`config.mk`:
```
export PLATFORM = sky130hd
export DESIGN_NAME = clamped_bspline_evaluator
export DESIGN_NICKNAME = d
export VERILOG_FILES = /design/src/rtl/bsp_pkg.sv /design/src/rtl/clamped_bspline_evaluator.sv /design/src/rtl/bsp_div.sv
export SDC_FILE = /design/constraint.sdc
export NUM_CORES = 2
export LEC_CHECK = 0
export ABC_AREA = 0
export BUFFER_PORTS_ARGS = -buffer_cell sky130_fd_sc_hd__buf_2
export CELL_PAD_IN_SITES_DETAIL_PLACEMENT = 1
export CELL_PAD_IN_SITES_GLOBAL_PLACEMENT = 2
export CORE_MARGIN = 2
export CORE_UTILIZATION = 49
export DETAILED_ROUTE_END_ITERATION = 16
export PLACE_DENSITY_LB_ADDON = 0.1
export SKIP_LAST_GASP = 1
export SLEW_MARGIN = 20
export SYNTH_ARGS = -nofsm -noshare
export SYNTH_HDL_FRONTEND = slang
export SYNTH_HIERARCHICAL = 1
export SYNTH_SLANG_ARGS = --single-unit
```
`constraint.sdc`:
```
create_clock -name clock -period 24.8 [get_ports clock]
set_input_delay 2.48 -clock clock [delete_from_list [all_inputs] [get_ports clock]]
set_output_delay 2.48 -clock clock [all_outputs]
set_load 0.01 [all_outputs]
```
`src/rtl/bsp_pkg.sv`:
```
`default_nettype none
package bsp_pkg;

   // sizes
   localparam int MAX_POINTS = 32;
   localparam int MAX_DEGREE = 7;
   localparam int FRAC_BITS  = 16;
   localparam int NUM_W      = 34;
   localparam int CNT_W      = 6;

   localparam logic [16:0] ONE = 17'h10000;

   // request modes
   localparam logic [1:0] MODE_WRITE = 2'd0;
   localparam logic [1:0] MODE_EVAL  = 2'd1;
   localparam logic [1:0] MODE_BASIS = 2'd2;

   // register indexes
   localparam logic CSR_DEGREE = 1'b0;
   localparam logic CSR_COUNT  = 1'b1;

   typedef struct packed {
      logic [1:0]         mode;
      logic [4:0]         point_index;
      logic signed [23:0] point_value;
      logic [16:0]        x_pos;
   } req_type;

   typedef struct packed {
      logic signed [31:0] curve_value;
      logic [16:0]        basis_value;
      logic [4:0]         basis_index;
      logic               last;
   } rsp_type;

   typedef struct packed {
      logic              start;
      logic [NUM_W-1:0]  num;
      logic [16:0]       den;
   } div_req_type;

   typedef struct packed {
      logic              done;
      logic [NUM_W-1:0]  quot;
   } div_rsp_type;

   typedef enum logic [4:0] {
      S_IDLE, S_KNOT, S_SPAN, S_TA, S_TB, S_TC, S_TD, S_M1, S_M2,
      S_DGO, S_DWAIT, S_UPD, S_SUMM, S_SUMA, S_SUMOUT, S_RSP, S_EMIT, S_EWAIT
   } state_type;

   typedef enum logic [1:0] {
      PH_KNOT, PH_T1, PH_T2
   } phase_type;

endpackage
`default_nettype wire

```
`src/rtl/clamped_bspline_evaluator.sv`:
```
`default_nettype none
// Clamped uniform B-spline evaluator on [0,1].
// Requests arrive on req_* (valid/stall); results leave on rsp_* (valid/stall).
// degree and control_count are written through csr_we/csr_index/csr_wdata
// while the block is idle, a rule on the user that the block does not enforce;
// a write drops the cached interior knots. A write request (mode 0) stores one
// control point, no result. An evaluate request (mode 1) gives one result;
// a basis request (mode 2) gives control_count results (clamped to 1..32), last
// set on the final one. After a register write, the interior knots are rebuilt
// on the next evaluate or basis request, one divide per knot through the
// shared divider. The span search steps past one knot at a time, and each of
// the p(p+3)/2 recursion terms reads four knots, multiplies and takes up to two
// divides (at most p(p+1) divides in all). The curve sum then multiplies and
// adds once per point in the window; each basis result is held until taken.
// req_stall is high from acceptance of an evaluate or basis request until the
// last result is taken; a stalled result holds in its output register.
// Synchronous reset clears the control point table, restores degree 3 and 8
// points and leaves the block idle.
module clamped_bspline_evaluator (
   input  wire logic             clock,
   input  wire logic             reset,
   input  wire logic             req_valid,
   output logic                  req_stall,
   input  wire bsp_pkg::req_type req_data,
   output logic                  rsp_valid,
   input  wire logic             rsp_stall,
   output bsp_pkg::rsp_type      rsp_data,
   input  wire logic             csr_we,
   input  wire logic             csr_index,
   input  wire logic [5:0]       csr_wdata
);

   bsp_pkg::state_type  state_ff, state_in;
   bsp_pkg::phase_type  phase_ff, phase_in;
   logic [2:0]          degree_ff;
   logic [5:0]          count_ff;
   logic                kvalid_ff, kvalid_in;
   logic [16:0]         kt_ff [bsp_pkg::MAX_POINTS];
   logic [16:0]         kt_in;
   logic                kt_we;
   logic signed [23:0]  table_ff [bsp_pkg::MAX_POINTS];
   logic                tbl_we;
   logic [1:0]          mode_ff, mode_in;
   logic [16:0]         x_ff, x_in;
   logic [4:0]          s_ff, s_in, e_ff, e_in;
   logic [5:0]          k_ff, k_in;
   logic [2:0]          j_ff, j_in, kk_ff, kk_in;
   logic [16:0]         ta_ff, ta_in, tb_ff, tb_in, tc_ff, tc_in, td_ff, td_in;
   logic [16:0]         loc_ff [8];
   logic [16:0]         loc_in [8];
   logic [34:0]         vsum_ff, vsum_in;
   logic signed [42:0]  prod_ff, prod_in;
   logic [16:0]         den_ff, den_in;
   logic signed [45:0]  acc_ff, acc_in;
   bsp_pkg::rsp_type    rsp_ff, rsp_in;
   logic                rsp_valid_ff, rsp_valid_in;

   logic [5:0]          n_eff, nm1;
   logic [2:0]          p_eff;
   logic [4:0]          m_eff;
   logic [5:0]          base, iidx, kaddr, kaddr_m;
   logic [16:0]         kval, hval, gval;
   logic                cond1, cond2, accept, last_term, last_level;
   logic signed [24:0]  mul_a;
   logic signed [17:0]  mul_b;
   logic signed [42:0]  mul_p;
   logic signed [45:0]  q_sh;
   logic [5:0]          ediff;
   logic [16:0]         ebasis;
   bsp_pkg::div_req_type div_req;
   bsp_pkg::div_rsp_type div_rsp;

   bsp_div u_div (
      .clock   (clock),
      .reset   (reset),
      .div_req (div_req),
      .div_rsp (div_rsp)
   );

   // effective point count, degree and interior knot count
   always_comb begin
      if (count_ff == 0) n_eff = 6'd1;
      else if (count_ff > 6'(bsp_pkg::MAX_POINTS)) n_eff = 6'(bsp_pkg::MAX_POINTS);
      else n_eff = count_ff;
      nm1   = n_eff - 6'd1;
      p_eff = (nm1 < {3'b0, degree_ff}) ? nm1[2:0] : degree_ff;
      m_eff = 5'(n_eff - {3'b0, p_eff} - 6'd1);
   end

   // knot read port, one address a cycle chosen by the sequencer
   always_comb begin
      base = {1'b0, s_ff} - {3'b0, p_eff};
      iidx = base + {3'b0, kk_ff};
      case (state_ff)
         bsp_pkg::S_SPAN: kaddr = {1'b0, s_ff} + 6'd1;
         bsp_pkg::S_TA:   kaddr = iidx;
         bsp_pkg::S_TB:   kaddr = iidx + {3'b0, j_ff};
         bsp_pkg::S_TC:   kaddr = iidx + 6'd1;
         bsp_pkg::S_TD:   kaddr = iidx + {3'b0, j_ff} + 6'd1;
         default:         kaddr = '0;
      endcase
      kaddr_m = kaddr - {3'b0, p_eff} - 6'd1;
      if (kaddr <= {3'b0, p_eff}) kval = '0;
      else if (kaddr >= n_eff) kval = bsp_pkg::ONE;
      else kval = kt_ff[kaddr_m[4:0]];
   end

   // recursion terms and the shared multiplier
   always_comb begin
      hval  = loc_ff[kk_ff];
      gval  = (kk_ff < p_eff) ? loc_ff[3'(kk_ff + 3'd1)] : '0;
      cond1 = (hval != 0) && (tb_ff > ta_ff) && (x_ff >= ta_ff);
      cond2 = (gval != 0) && (td_ff > tc_ff) && (td_ff >= x_ff);
      case (state_ff)
         bsp_pkg::S_M1: begin
            mul_a = {8'b0, 17'(x_ff - ta_ff)};
            mul_b = {1'b0, hval};
         end
         bsp_pkg::S_M2: begin
            mul_a = {8'b0, 17'(td_ff - x_ff)};
            mul_b = {1'b0, gval};
         end
         default: begin
            mul_a = {table_ff[iidx[4:0]][23], table_ff[iidx[4:0]]};
            mul_b = {1'b0, hval};
         end
      endcase
      mul_p      = mul_a * mul_b;
      last_term  = (kk_ff == p_eff);
      last_level = (j_ff == p_eff);
      accept     = req_valid && !req_stall;
      q_sh       = acc_ff >>> bsp_pkg::FRAC_BITS;
      ediff      = {1'b0, e_ff} - base;
      ebasis     = ({1'b0, e_ff} >= base && ediff <= {3'b0, p_eff}) ? loc_ff[ediff[2:0]] : '0;
   end

   // next state
   always_comb begin
      state_in = state_ff;
      unique case (state_ff)
         bsp_pkg::S_IDLE:
            if (accept && (req_data.mode == bsp_pkg::MODE_EVAL ||
                           req_data.mode == bsp_pkg::MODE_BASIS))
               state_in = kvalid_ff ? bsp_pkg::S_SPAN : bsp_pkg::S_KNOT;
         bsp_pkg::S_KNOT:
            state_in = (k_ff > {1'b0, m_eff}) ? bsp_pkg::S_SPAN : bsp_pkg::S_DGO;
         bsp_pkg::S_SPAN:
            if (!({1'b0, s_ff} < nm1 && kval <= x_ff)) begin
               if (p_eff == 0)
                  state_in = (mode_ff == bsp_pkg::MODE_EVAL) ? bsp_pkg::S_SUMM : bsp_pkg::S_EMIT;
               else
                  state_in = bsp_pkg::S_TA;
            end
         bsp_pkg::S_TA: state_in = bsp_pkg::S_TB;
         bsp_pkg::S_TB: state_in = bsp_pkg::S_TC;
         bsp_pkg::S_TC: state_in = bsp_pkg::S_TD;
         bsp_pkg::S_TD: state_in = bsp_pkg::S_M1;
         bsp_pkg::S_M1: state_in = cond1 ? bsp_pkg::S_DGO : bsp_pkg::S_M2;
         bsp_pkg::S_M2: state_in = cond2 ? bsp_pkg::S_DGO : bsp_pkg::S_UPD;
         bsp_pkg::S_DGO: state_in = bsp_pkg::S_DWAIT;
         bsp_pkg::S_DWAIT:
            if (div_rsp.done) begin
               unique case (phase_ff)
                  bsp_pkg::PH_KNOT: state_in = bsp_pkg::S_KNOT;
                  bsp_pkg::PH_T1:   state_in = bsp_pkg::S_M2;
                  default:          state_in = bsp_pkg::S_UPD;
               endcase
            end
         bsp_pkg::S_UPD:
            if (last_term && last_level)
               state_in = (mode_ff == bsp_pkg::MODE_EVAL) ? bsp_pkg::S_SUMM : bsp_pkg::S_EMIT;
            else
               state_in = bsp_pkg::S_TA;
         bsp_pkg::S_SUMM: state_in = bsp_pkg::S_SUMA;
         bsp_pkg::S_SUMA: state_in = last_term ? bsp_pkg::S_SUMOUT : bsp_pkg::S_SUMM;
         bsp_pkg::S_SUMOUT: state_in = bsp_pkg::S_RSP;
         bsp_pkg::S_RSP: if (!rsp_stall) state_in = bsp_pkg::S_IDLE;
         bsp_pkg::S_EMIT: state_in = bsp_pkg::S_EWAIT;
         bsp_pkg::S_EWAIT:
            if (!rsp_stall) state_in = rsp_ff.last ? bsp_pkg::S_IDLE : bsp_pkg::S_EMIT;
         default: state_in = bsp_pkg::S_IDLE;
      endcase
   end

   // datapath next values
   always_comb begin
      phase_in     = phase_ff;
      kvalid_in    = kvalid_ff;
      kt_in        = div_rsp.quot[16:0];
      kt_we        = 1'b0;
      tbl_we       = 1'b0;
      mode_in      = mode_ff;
      x_in         = x_ff;
      s_in         = s_ff;
      k_in         = k_ff;
      e_in         = e_ff;
      j_in         = j_ff;
      kk_in        = kk_ff;
      ta_in        = ta_ff;
      tb_in        = tb_ff;
      tc_in        = tc_ff;
      td_in        = td_ff;
      loc_in       = loc_ff;
      vsum_in      = vsum_ff;
      prod_in      = prod_ff;
      den_in       = den_ff;
      acc_in       = acc_ff;
      rsp_in       = rsp_ff;
      rsp_valid_in = rsp_valid_ff;
      div_req      = '{start: 1'b0, num: prod_ff[bsp_pkg::NUM_W-1:0], den: den_ff};
      unique case (state_ff)
         bsp_pkg::S_IDLE:
            if (accept) begin
               tbl_we  = (req_data.mode == bsp_pkg::MODE_WRITE);
               mode_in = req_data.mode;
               x_in    = (req_data.x_pos > bsp_pkg::ONE) ? bsp_pkg::ONE : req_data.x_pos;
               s_in    = {2'b0, p_eff};
               k_in    = 6'd1;
            end
         bsp_pkg::S_KNOT:
            if (k_ff > {1'b0, m_eff}) begin
               kvalid_in = 1'b1;
            end else begin
               prod_in  = 43'(k_ff) << bsp_pkg::FRAC_BITS;
               den_in   = 17'(m_eff) + 17'd1;
               phase_in = bsp_pkg::PH_KNOT;
            end
         bsp_pkg::S_SPAN:
            if ({1'b0, s_ff} < nm1 && kval <= x_ff) begin
               s_in = s_ff + 5'd1;
            end else begin
               for (int i = 0; i < 8; i++) loc_in[i] = '0;
               loc_in[p_eff] = bsp_pkg::ONE;
               j_in    = 3'd1;
               kk_in   = (p_eff == 0) ? 3'd0 : p_eff - 3'd1;
               vsum_in = '0;
               acc_in  = '0;
               e_in    = '0;
            end
         bsp_pkg::S_TA: ta_in = kval;
         bsp_pkg::S_TB: tb_in = kval;
         bsp_pkg::S_TC: tc_in = kval;
         bsp_pkg::S_TD: td_in = kval;
         bsp_pkg::S_M1:
            if (cond1) begin
               prod_in  = mul_p;
               den_in   = tb_ff - ta_ff;
               phase_in = bsp_pkg::PH_T1;
            end
         bsp_pkg::S_M2:
            if (cond2) begin
               prod_in  = mul_p;
               den_in   = td_ff - tc_ff;
               phase_in = bsp_pkg::PH_T2;
            end
         bsp_pkg::S_DGO: div_req.start = 1'b1;
         bsp_pkg::S_DWAIT:
            if (div_rsp.done) begin
               unique case (phase_ff)
                  bsp_pkg::PH_KNOT: begin
                     kt_we = 1'b1;
                     k_in  = k_ff + 6'd1;
                  end
                  bsp_pkg::PH_T1: vsum_in = {1'b0, div_rsp.quot};
                  default: vsum_in = vsum_ff + {1'b0, div_rsp.quot};
               endcase
            end
         bsp_pkg::S_UPD: begin
            loc_in[kk_ff] = (vsum_ff > {18'b0, bsp_pkg::ONE}) ? bsp_pkg::ONE : vsum_ff[16:0];
            vsum_in = '0;
            if (last_term && last_level) begin
               kk_in = '0;
            end else if (last_term) begin
               j_in  = j_ff + 3'd1;
               kk_in = p_eff - j_ff - 3'd1;
            end else begin
               kk_in = kk_ff + 3'd1;
            end
         end
         bsp_pkg::S_SUMM: prod_in = mul_p;
         bsp_pkg::S_SUMA: begin
            acc_in = acc_ff + 46'(prod_ff);
            if (!last_term) kk_in = kk_ff + 3'd1;
         end
         bsp_pkg::S_SUMOUT: begin
            if (q_sh > 46'sd2147483647) rsp_in.curve_value = 32'sh7fffffff;
            else if (q_sh < -46'sd2147483648) rsp_in.curve_value = 32'sh80000000;
            else rsp_in.curve_value = q_sh[31:0];
            rsp_in.basis_value = '0;
            rsp_in.basis_index = '0;
            rsp_in.last        = 1'b1;
            rsp_valid_in       = 1'b1;
         end
         bsp_pkg::S_RSP: if (!rsp_stall) rsp_valid_in = 1'b0;
         bsp_pkg::S_EMIT: begin
            rsp_in.curve_value = '0;
            rsp_in.basis_value = ebasis;
            rsp_in.basis_index = e_ff;
            rsp_in.last        = ({1'b0, e_ff} == nm1);
            rsp_valid_in       = 1'b1;
         end
         bsp_pkg::S_EWAIT:
            if (!rsp_stall) begin
               rsp_valid_in = 1'b0;
               e_in         = e_ff + 5'd1;
            end
         default: ;
      endcase
   end

   // registers
   always_ff @(posedge clock) begin
      if (reset) begin
         state_ff     <= bsp_pkg::S_IDLE;
         phase_ff     <= bsp_pkg::PH_KNOT;
         degree_ff    <= 3'd3;
         count_ff     <= 6'd8;
         kvalid_ff    <= 1'b0;
         rsp_valid_ff <= 1'b0;
         for (int i = 0; i < bsp_pkg::MAX_POINTS; i++) table_ff[i] <= '0;
      end else begin
         state_ff     <= state_in;
         phase_ff     <= phase_in;
         kvalid_ff    <= kvalid_in;
         rsp_valid_ff <= rsp_valid_in;
         if (csr_we) begin
            kvalid_ff <= 1'b0;
            if (csr_index == bsp_pkg::CSR_DEGREE) degree_ff <= csr_wdata[2:0];
            else count_ff <= csr_wdata;
         end
         if (tbl_we) table_ff[req_data.point_index] <= req_data.point_value;
      end
      if (kt_we) kt_ff[5'(k_ff - 6'd1)] <= kt_in;
      mode_ff <= mode_in;
      x_ff    <= x_in;
      s_ff    <= s_in;
      k_ff    <= k_in;
      e_ff    <= e_in;
      j_ff    <= j_in;
      kk_ff   <= kk_in;
      ta_ff   <= ta_in;
      tb_ff   <= tb_in;
      tc_ff   <= tc_in;
      td_ff   <= td_in;
      loc_ff  <= loc_in;
      vsum_ff <= vsum_in;
      prod_ff <= prod_in;
      den_ff  <= den_in;
      acc_ff  <= acc_in;
      rsp_ff  <= rsp_in;
   end

   assign req_stall = (state_ff != bsp_pkg::S_IDLE);
   assign rsp_valid = rsp_valid_ff;
   assign rsp_data  = rsp_ff;

endmodule
`default_nettype wire

```
`src/rtl/bsp_div.sv`:
```
`default_nettype none
module bsp_div (
   input  wire logic                 clock,
   input  wire logic                 reset,
   input  wire bsp_pkg::div_req_type div_req,
   output bsp_pkg::div_rsp_type      div_rsp
);

   logic [bsp_pkg::NUM_W-1:0] qn_ff, qn_in;
   logic [16:0]               rem_ff, rem_in;
   logic [16:0]               den_ff, den_in;
   logic [bsp_pkg::CNT_W-1:0] cnt_ff, cnt_in;
   logic                      busy_ff, busy_in;
   logic                      done_ff, done_in;
   logic [17:0]               rem_sh;
   logic                      ge;

   // one restoring step a cycle, quotient bits shift in behind the numerator
   always_comb begin
      rem_sh  = {rem_ff, qn_ff[bsp_pkg::NUM_W-1]};
      ge      = rem_sh >= {1'b0, den_ff};
      qn_in   = qn_ff;
      rem_in  = rem_ff;
      den_in  = den_ff;
      cnt_in  = cnt_ff;
      busy_in = busy_ff;
      done_in = 1'b0;
      if (div_req.start) begin
         qn_in   = div_req.num;
         den_in  = div_req.den;
         rem_in  = '0;
         cnt_in  = bsp_pkg::CNT_W'(bsp_pkg::NUM_W);
         busy_in = 1'b1;
      end else if (busy_ff) begin
         rem_in = ge ? 17'(rem_sh - {1'b0, den_ff}) : rem_sh[16:0];
         qn_in  = {qn_ff[bsp_pkg::NUM_W-2:0], ge};
         cnt_in = cnt_ff - 1'b1;
         if (cnt_ff == 1) begin
            busy_in = 1'b0;
            done_in = 1'b1;
         end
      end
   end

   always_ff @(posedge clock) begin
      if (reset) begin
         busy_ff <= 1'b0;
         done_ff <= 1'b0;
         cnt_ff  <= '0;
      end else begin
         busy_ff <= busy_in;
         done_ff <= done_in;
         cnt_ff  <= cnt_in;
      end
      qn_ff  <= qn_in;
      rem_ff <= rem_in;
      den_ff <= den_in;
   end

   assign div_rsp.done = done_ff;
   assign div_rsp.quot = qn_ff;

endmodule
`default_nettype wire

```
==> results.toml <==
[timing]
drv_slew = 0
rsz0062_at_grt = "no"
fin_worst_skew_ps = 86.57
final-hold-violation-count = 0
fin_tns_setup_ps = 0
fmax_mhz = 62.47
slew_headroom_pct = 18.90
min_period_ps = 16010
setup_viol = 0
timing.final.crit_share_pct = 64.55
tightestPinTransition_ps = 1204

[placement]
portBuffers = 116
hpwl_um = 239900
globalplace.congestion = 0.9342

[floorplan]
dieArea_um2 = 219400
die_y_um = 468.4
dieWidth_um = 468.4
rows = 170
ios = 117
initial_core_util_pct = 49.30
core-area_um2 = 214400

[route]
vias_per_cell = 6.094
drtIter0Drc = 6435
drc_errors = 0
vias = 70100
drtPass1Iterations = 5
ant_nets = 0
totalWireLength_um = 347500
wl_per_cell_um = 30.21

[clock_network]
cts_max_path_buffers = 3
cts_buffers = 200
clk_latency_ps = 930
clk_pin_slew_worst_paths_ps = 60
cts_hold_buf = 0
cts_resized = 0
h-tree-depth = 4
cts.sinks = 1845
cts_tree = "built"
root_buffer = "clkbuf_16"
postCtsSetupBuffers = 0

[flow_run]
max-cap-violations = 0

[critical_path]
critical_path_arrival_ps = 16600
slowest_stage = "fa_4"
required_ps = 25390
critPathCaptureType = "flip-flop"
cpPeakStageDelay_ps = 1270
path_class = "reg2reg"
cp-start-kind = "flip-flop"
path_common_cell = "fa_1"
path_max_fanout = 49

[global_route]
grt_pass1_vias = 73750
antenna_found_initial = 16
grt_pass1_wl_um = 509200
grt_usage_pct = 31.86
gr-total-overflow = 0
grt_max_degree = 84

[yosys]
synth_seq_cells = 1845
synthArstFlopShare_pct = 0
avgSynthCellArea_um2 = 12.50
synth_nets = 9279
synth_edf_count = 1802
yosysSeqAreaShare_pct = 52.01
synth.distinct_cells = 99
yosysWarnings = 6
syn_area_um2 = 105700
ys.flop_type = "edfxtp_1"
syn_inst = 8457

[worst_hold_path]
hold_class = "reg2reg"

[layout]
area_growth_pct = 10.61
nets = 9322
layout-drive-gt1-share_pct = 15.04

[outcome]
outcome = "finished, final reports clean"
==> worst paths after layout <==
kind / from / end / slack, ps / cells past startpoint
setup / recovery: count_ff[2] / prod_ff[41] / 8790 / 46
setup reg to reg: count_ff[2] / prod_ff[41] / 8790 / 46
hold reg to reg: den_ff[5] / u_div/den_ff[5] / 420 / 0
hold / removal: den_ff[5] / u_div/den_ff[5] / 420 / 0
==> cell usage after synthesis (9+ instances only) <==
| library cell | instances | area (um2) |
|---|---|---|
| ha_1 | 344 | 4304 |
| buf_2 | 13 | 65.06 |
| o22ai_1 | 25 | 156.4 |
| o31ai_1 | 13 | 97.59 |
| or2_2 | 23 | 143.9 |
| a311oi_1 | 36 | 315.3 |
| a21o_1 | 100 | 750.7 |
| dfxtp_1 | 43 | 860.8 |
| a221oi_1 | 14 | 122.6 |
| nor3_1 | 67 | 335.3 |
| mux2i_1 | 54 | 540.5 |
| nor2_1 | 777 | 2917 |
| nand3_1 | 129 | 645.6 |
| a22oi_1 | 23 | 172.7 |
| mux2_2 | 90 | 1013 |
| nand2b_1 | 44 | 275.3 |
| a211oi_1 | 29 | 217.7 |
| o21ai_0 | 225 | 1126 |
| a221o_1 | 9 | 90.09 |
| and3_1 | 51 | 319.1 |
| nand4_1 | 31 | 193.9 |
| buf_1 | 66 | 247.7 |
| nand2_1 | 691 | 2594 |
| fa_1 | 418 | 8368 |
| o21a_1 | 32 | 240.2 |
| a21oi_1 | 393 | 1967 |
| o21ai_1 | 10 | 50.05 |
| xnor2_1 | 133 | 1165 |
| a31oi_1 | 62 | 387.9 |
| mux4_2 | 409 | 9211 |
| nor2b_1 | 64 | 400.4 |
| and2_1 | 822 | 5142 |
| inv_1 | 621 | 2331 |
| nor4_1 | 31 | 193.9 |
| or3_1 | 29 | 181.4 |
| o221ai_1 | 14 | 122.6 |
| a21boi_0 | 10 | 75.07 |
| clkbuf_1 | 408 | 1531 |
| o211ai_1 | 41 | 307.8 |
| a32oi_1 | 9 | 78.83 |
| xor2_1 | 73 | 639.4 |
| o21bai_1 | 34 | 255.2 |
| edfxtp_1 | 1802 | 54110 |
==> flip-flops by register name (all words and copies together), names as in the netlist, 34 cells and up <==
signal       count
vsum_ff         35
table_ff       768
loc_ff         136
prod_ff         43
acc_ff          46
kt_ff          544
rsp_data        53
u_div/qn_ff     34
==> final cells by class <==
cell class                 instances  area [um2]
fill                           21360       97510
multi-input combinational       5493       47170
clock inverter                   122        1399
timing repair buffer             336        2230
clock buffer                     244        5231
inverter                         624        2345
antenna                            1       2.502
tap                             2838        3551
sequential                      1845       54970
==> placed cells by master, fill, tap and decap left out, types with 132 or more instances in the layout <==
cell and count:
xnor2_1 132, mux4_2 409, fa_1 415, clkbuf_16 201, a21oi_1 386, buf_4 219
o21ai_0 190, edfxtp_1 1802, nand2_1 688, ha_1 340, nor2_1 735, inv_1 618
and2_1 821
==> metal layers <==
| layer | track usage [%] | vias up | share of wire [%] |
|---|---|---|---|
| li1 | - | 30320 | - |
| met1 | 42.59 | 36750 | 41 |
| met2 | 51.78 | 2465 | 48 |
| met3 | 5.162 | 569 | 6.7 |
| met4 | 13.55 | 6 | 4.8 |
| met5 | 0.08658 | - | 0.012 |
==> cells by family after synthesis <==
| group | synth area share (%) |
|---|---|
| xor gates and xnor gates | 1.823 |
| adders and majority gates | 12.01 |
| muxes | 10.20 |
| buffers and inverters | 4.016 |
| and+or+nand+nor | 12.97 |
| AOI/OAI and AO/OA | 6.973 |
| DFF | 52.01 |
==> metrics by stage <==
stage	cells	utilization, %	hold slack (ps)	cell area (um2)	setup slack [ps]
2_1_floorplan	8457	-	400.3	105700	10860
4_1_cts	11500	54.50	420.6	116800	8524
3_5_place_dp	11140	51.41	406.6	110200	8569
3_3_place_gp	11140	51.40	404.4	110200	8656
5_1_grt	11500	54.52	422.0	116900	7806
6_report	11500	54.52	419.3	116900	8793
==> critical path: cells and delay by family (launching register included) <==
family                   cells  cell delay [ps]
AO/OA/AOI/OAI               11             3650
XOR/XNOR                     2              370
adder cells (fa/ha/maj)     11             5530
buffers and inverters        7             2310
flip-flops                   1              360
multiplexers                 1              350
AND/OR/NAND/NOR             14             3050
Power is left out: the tool's default activity adds up to more than one toggle a clock period on the data nets, which glitch-free logic cannot reach.
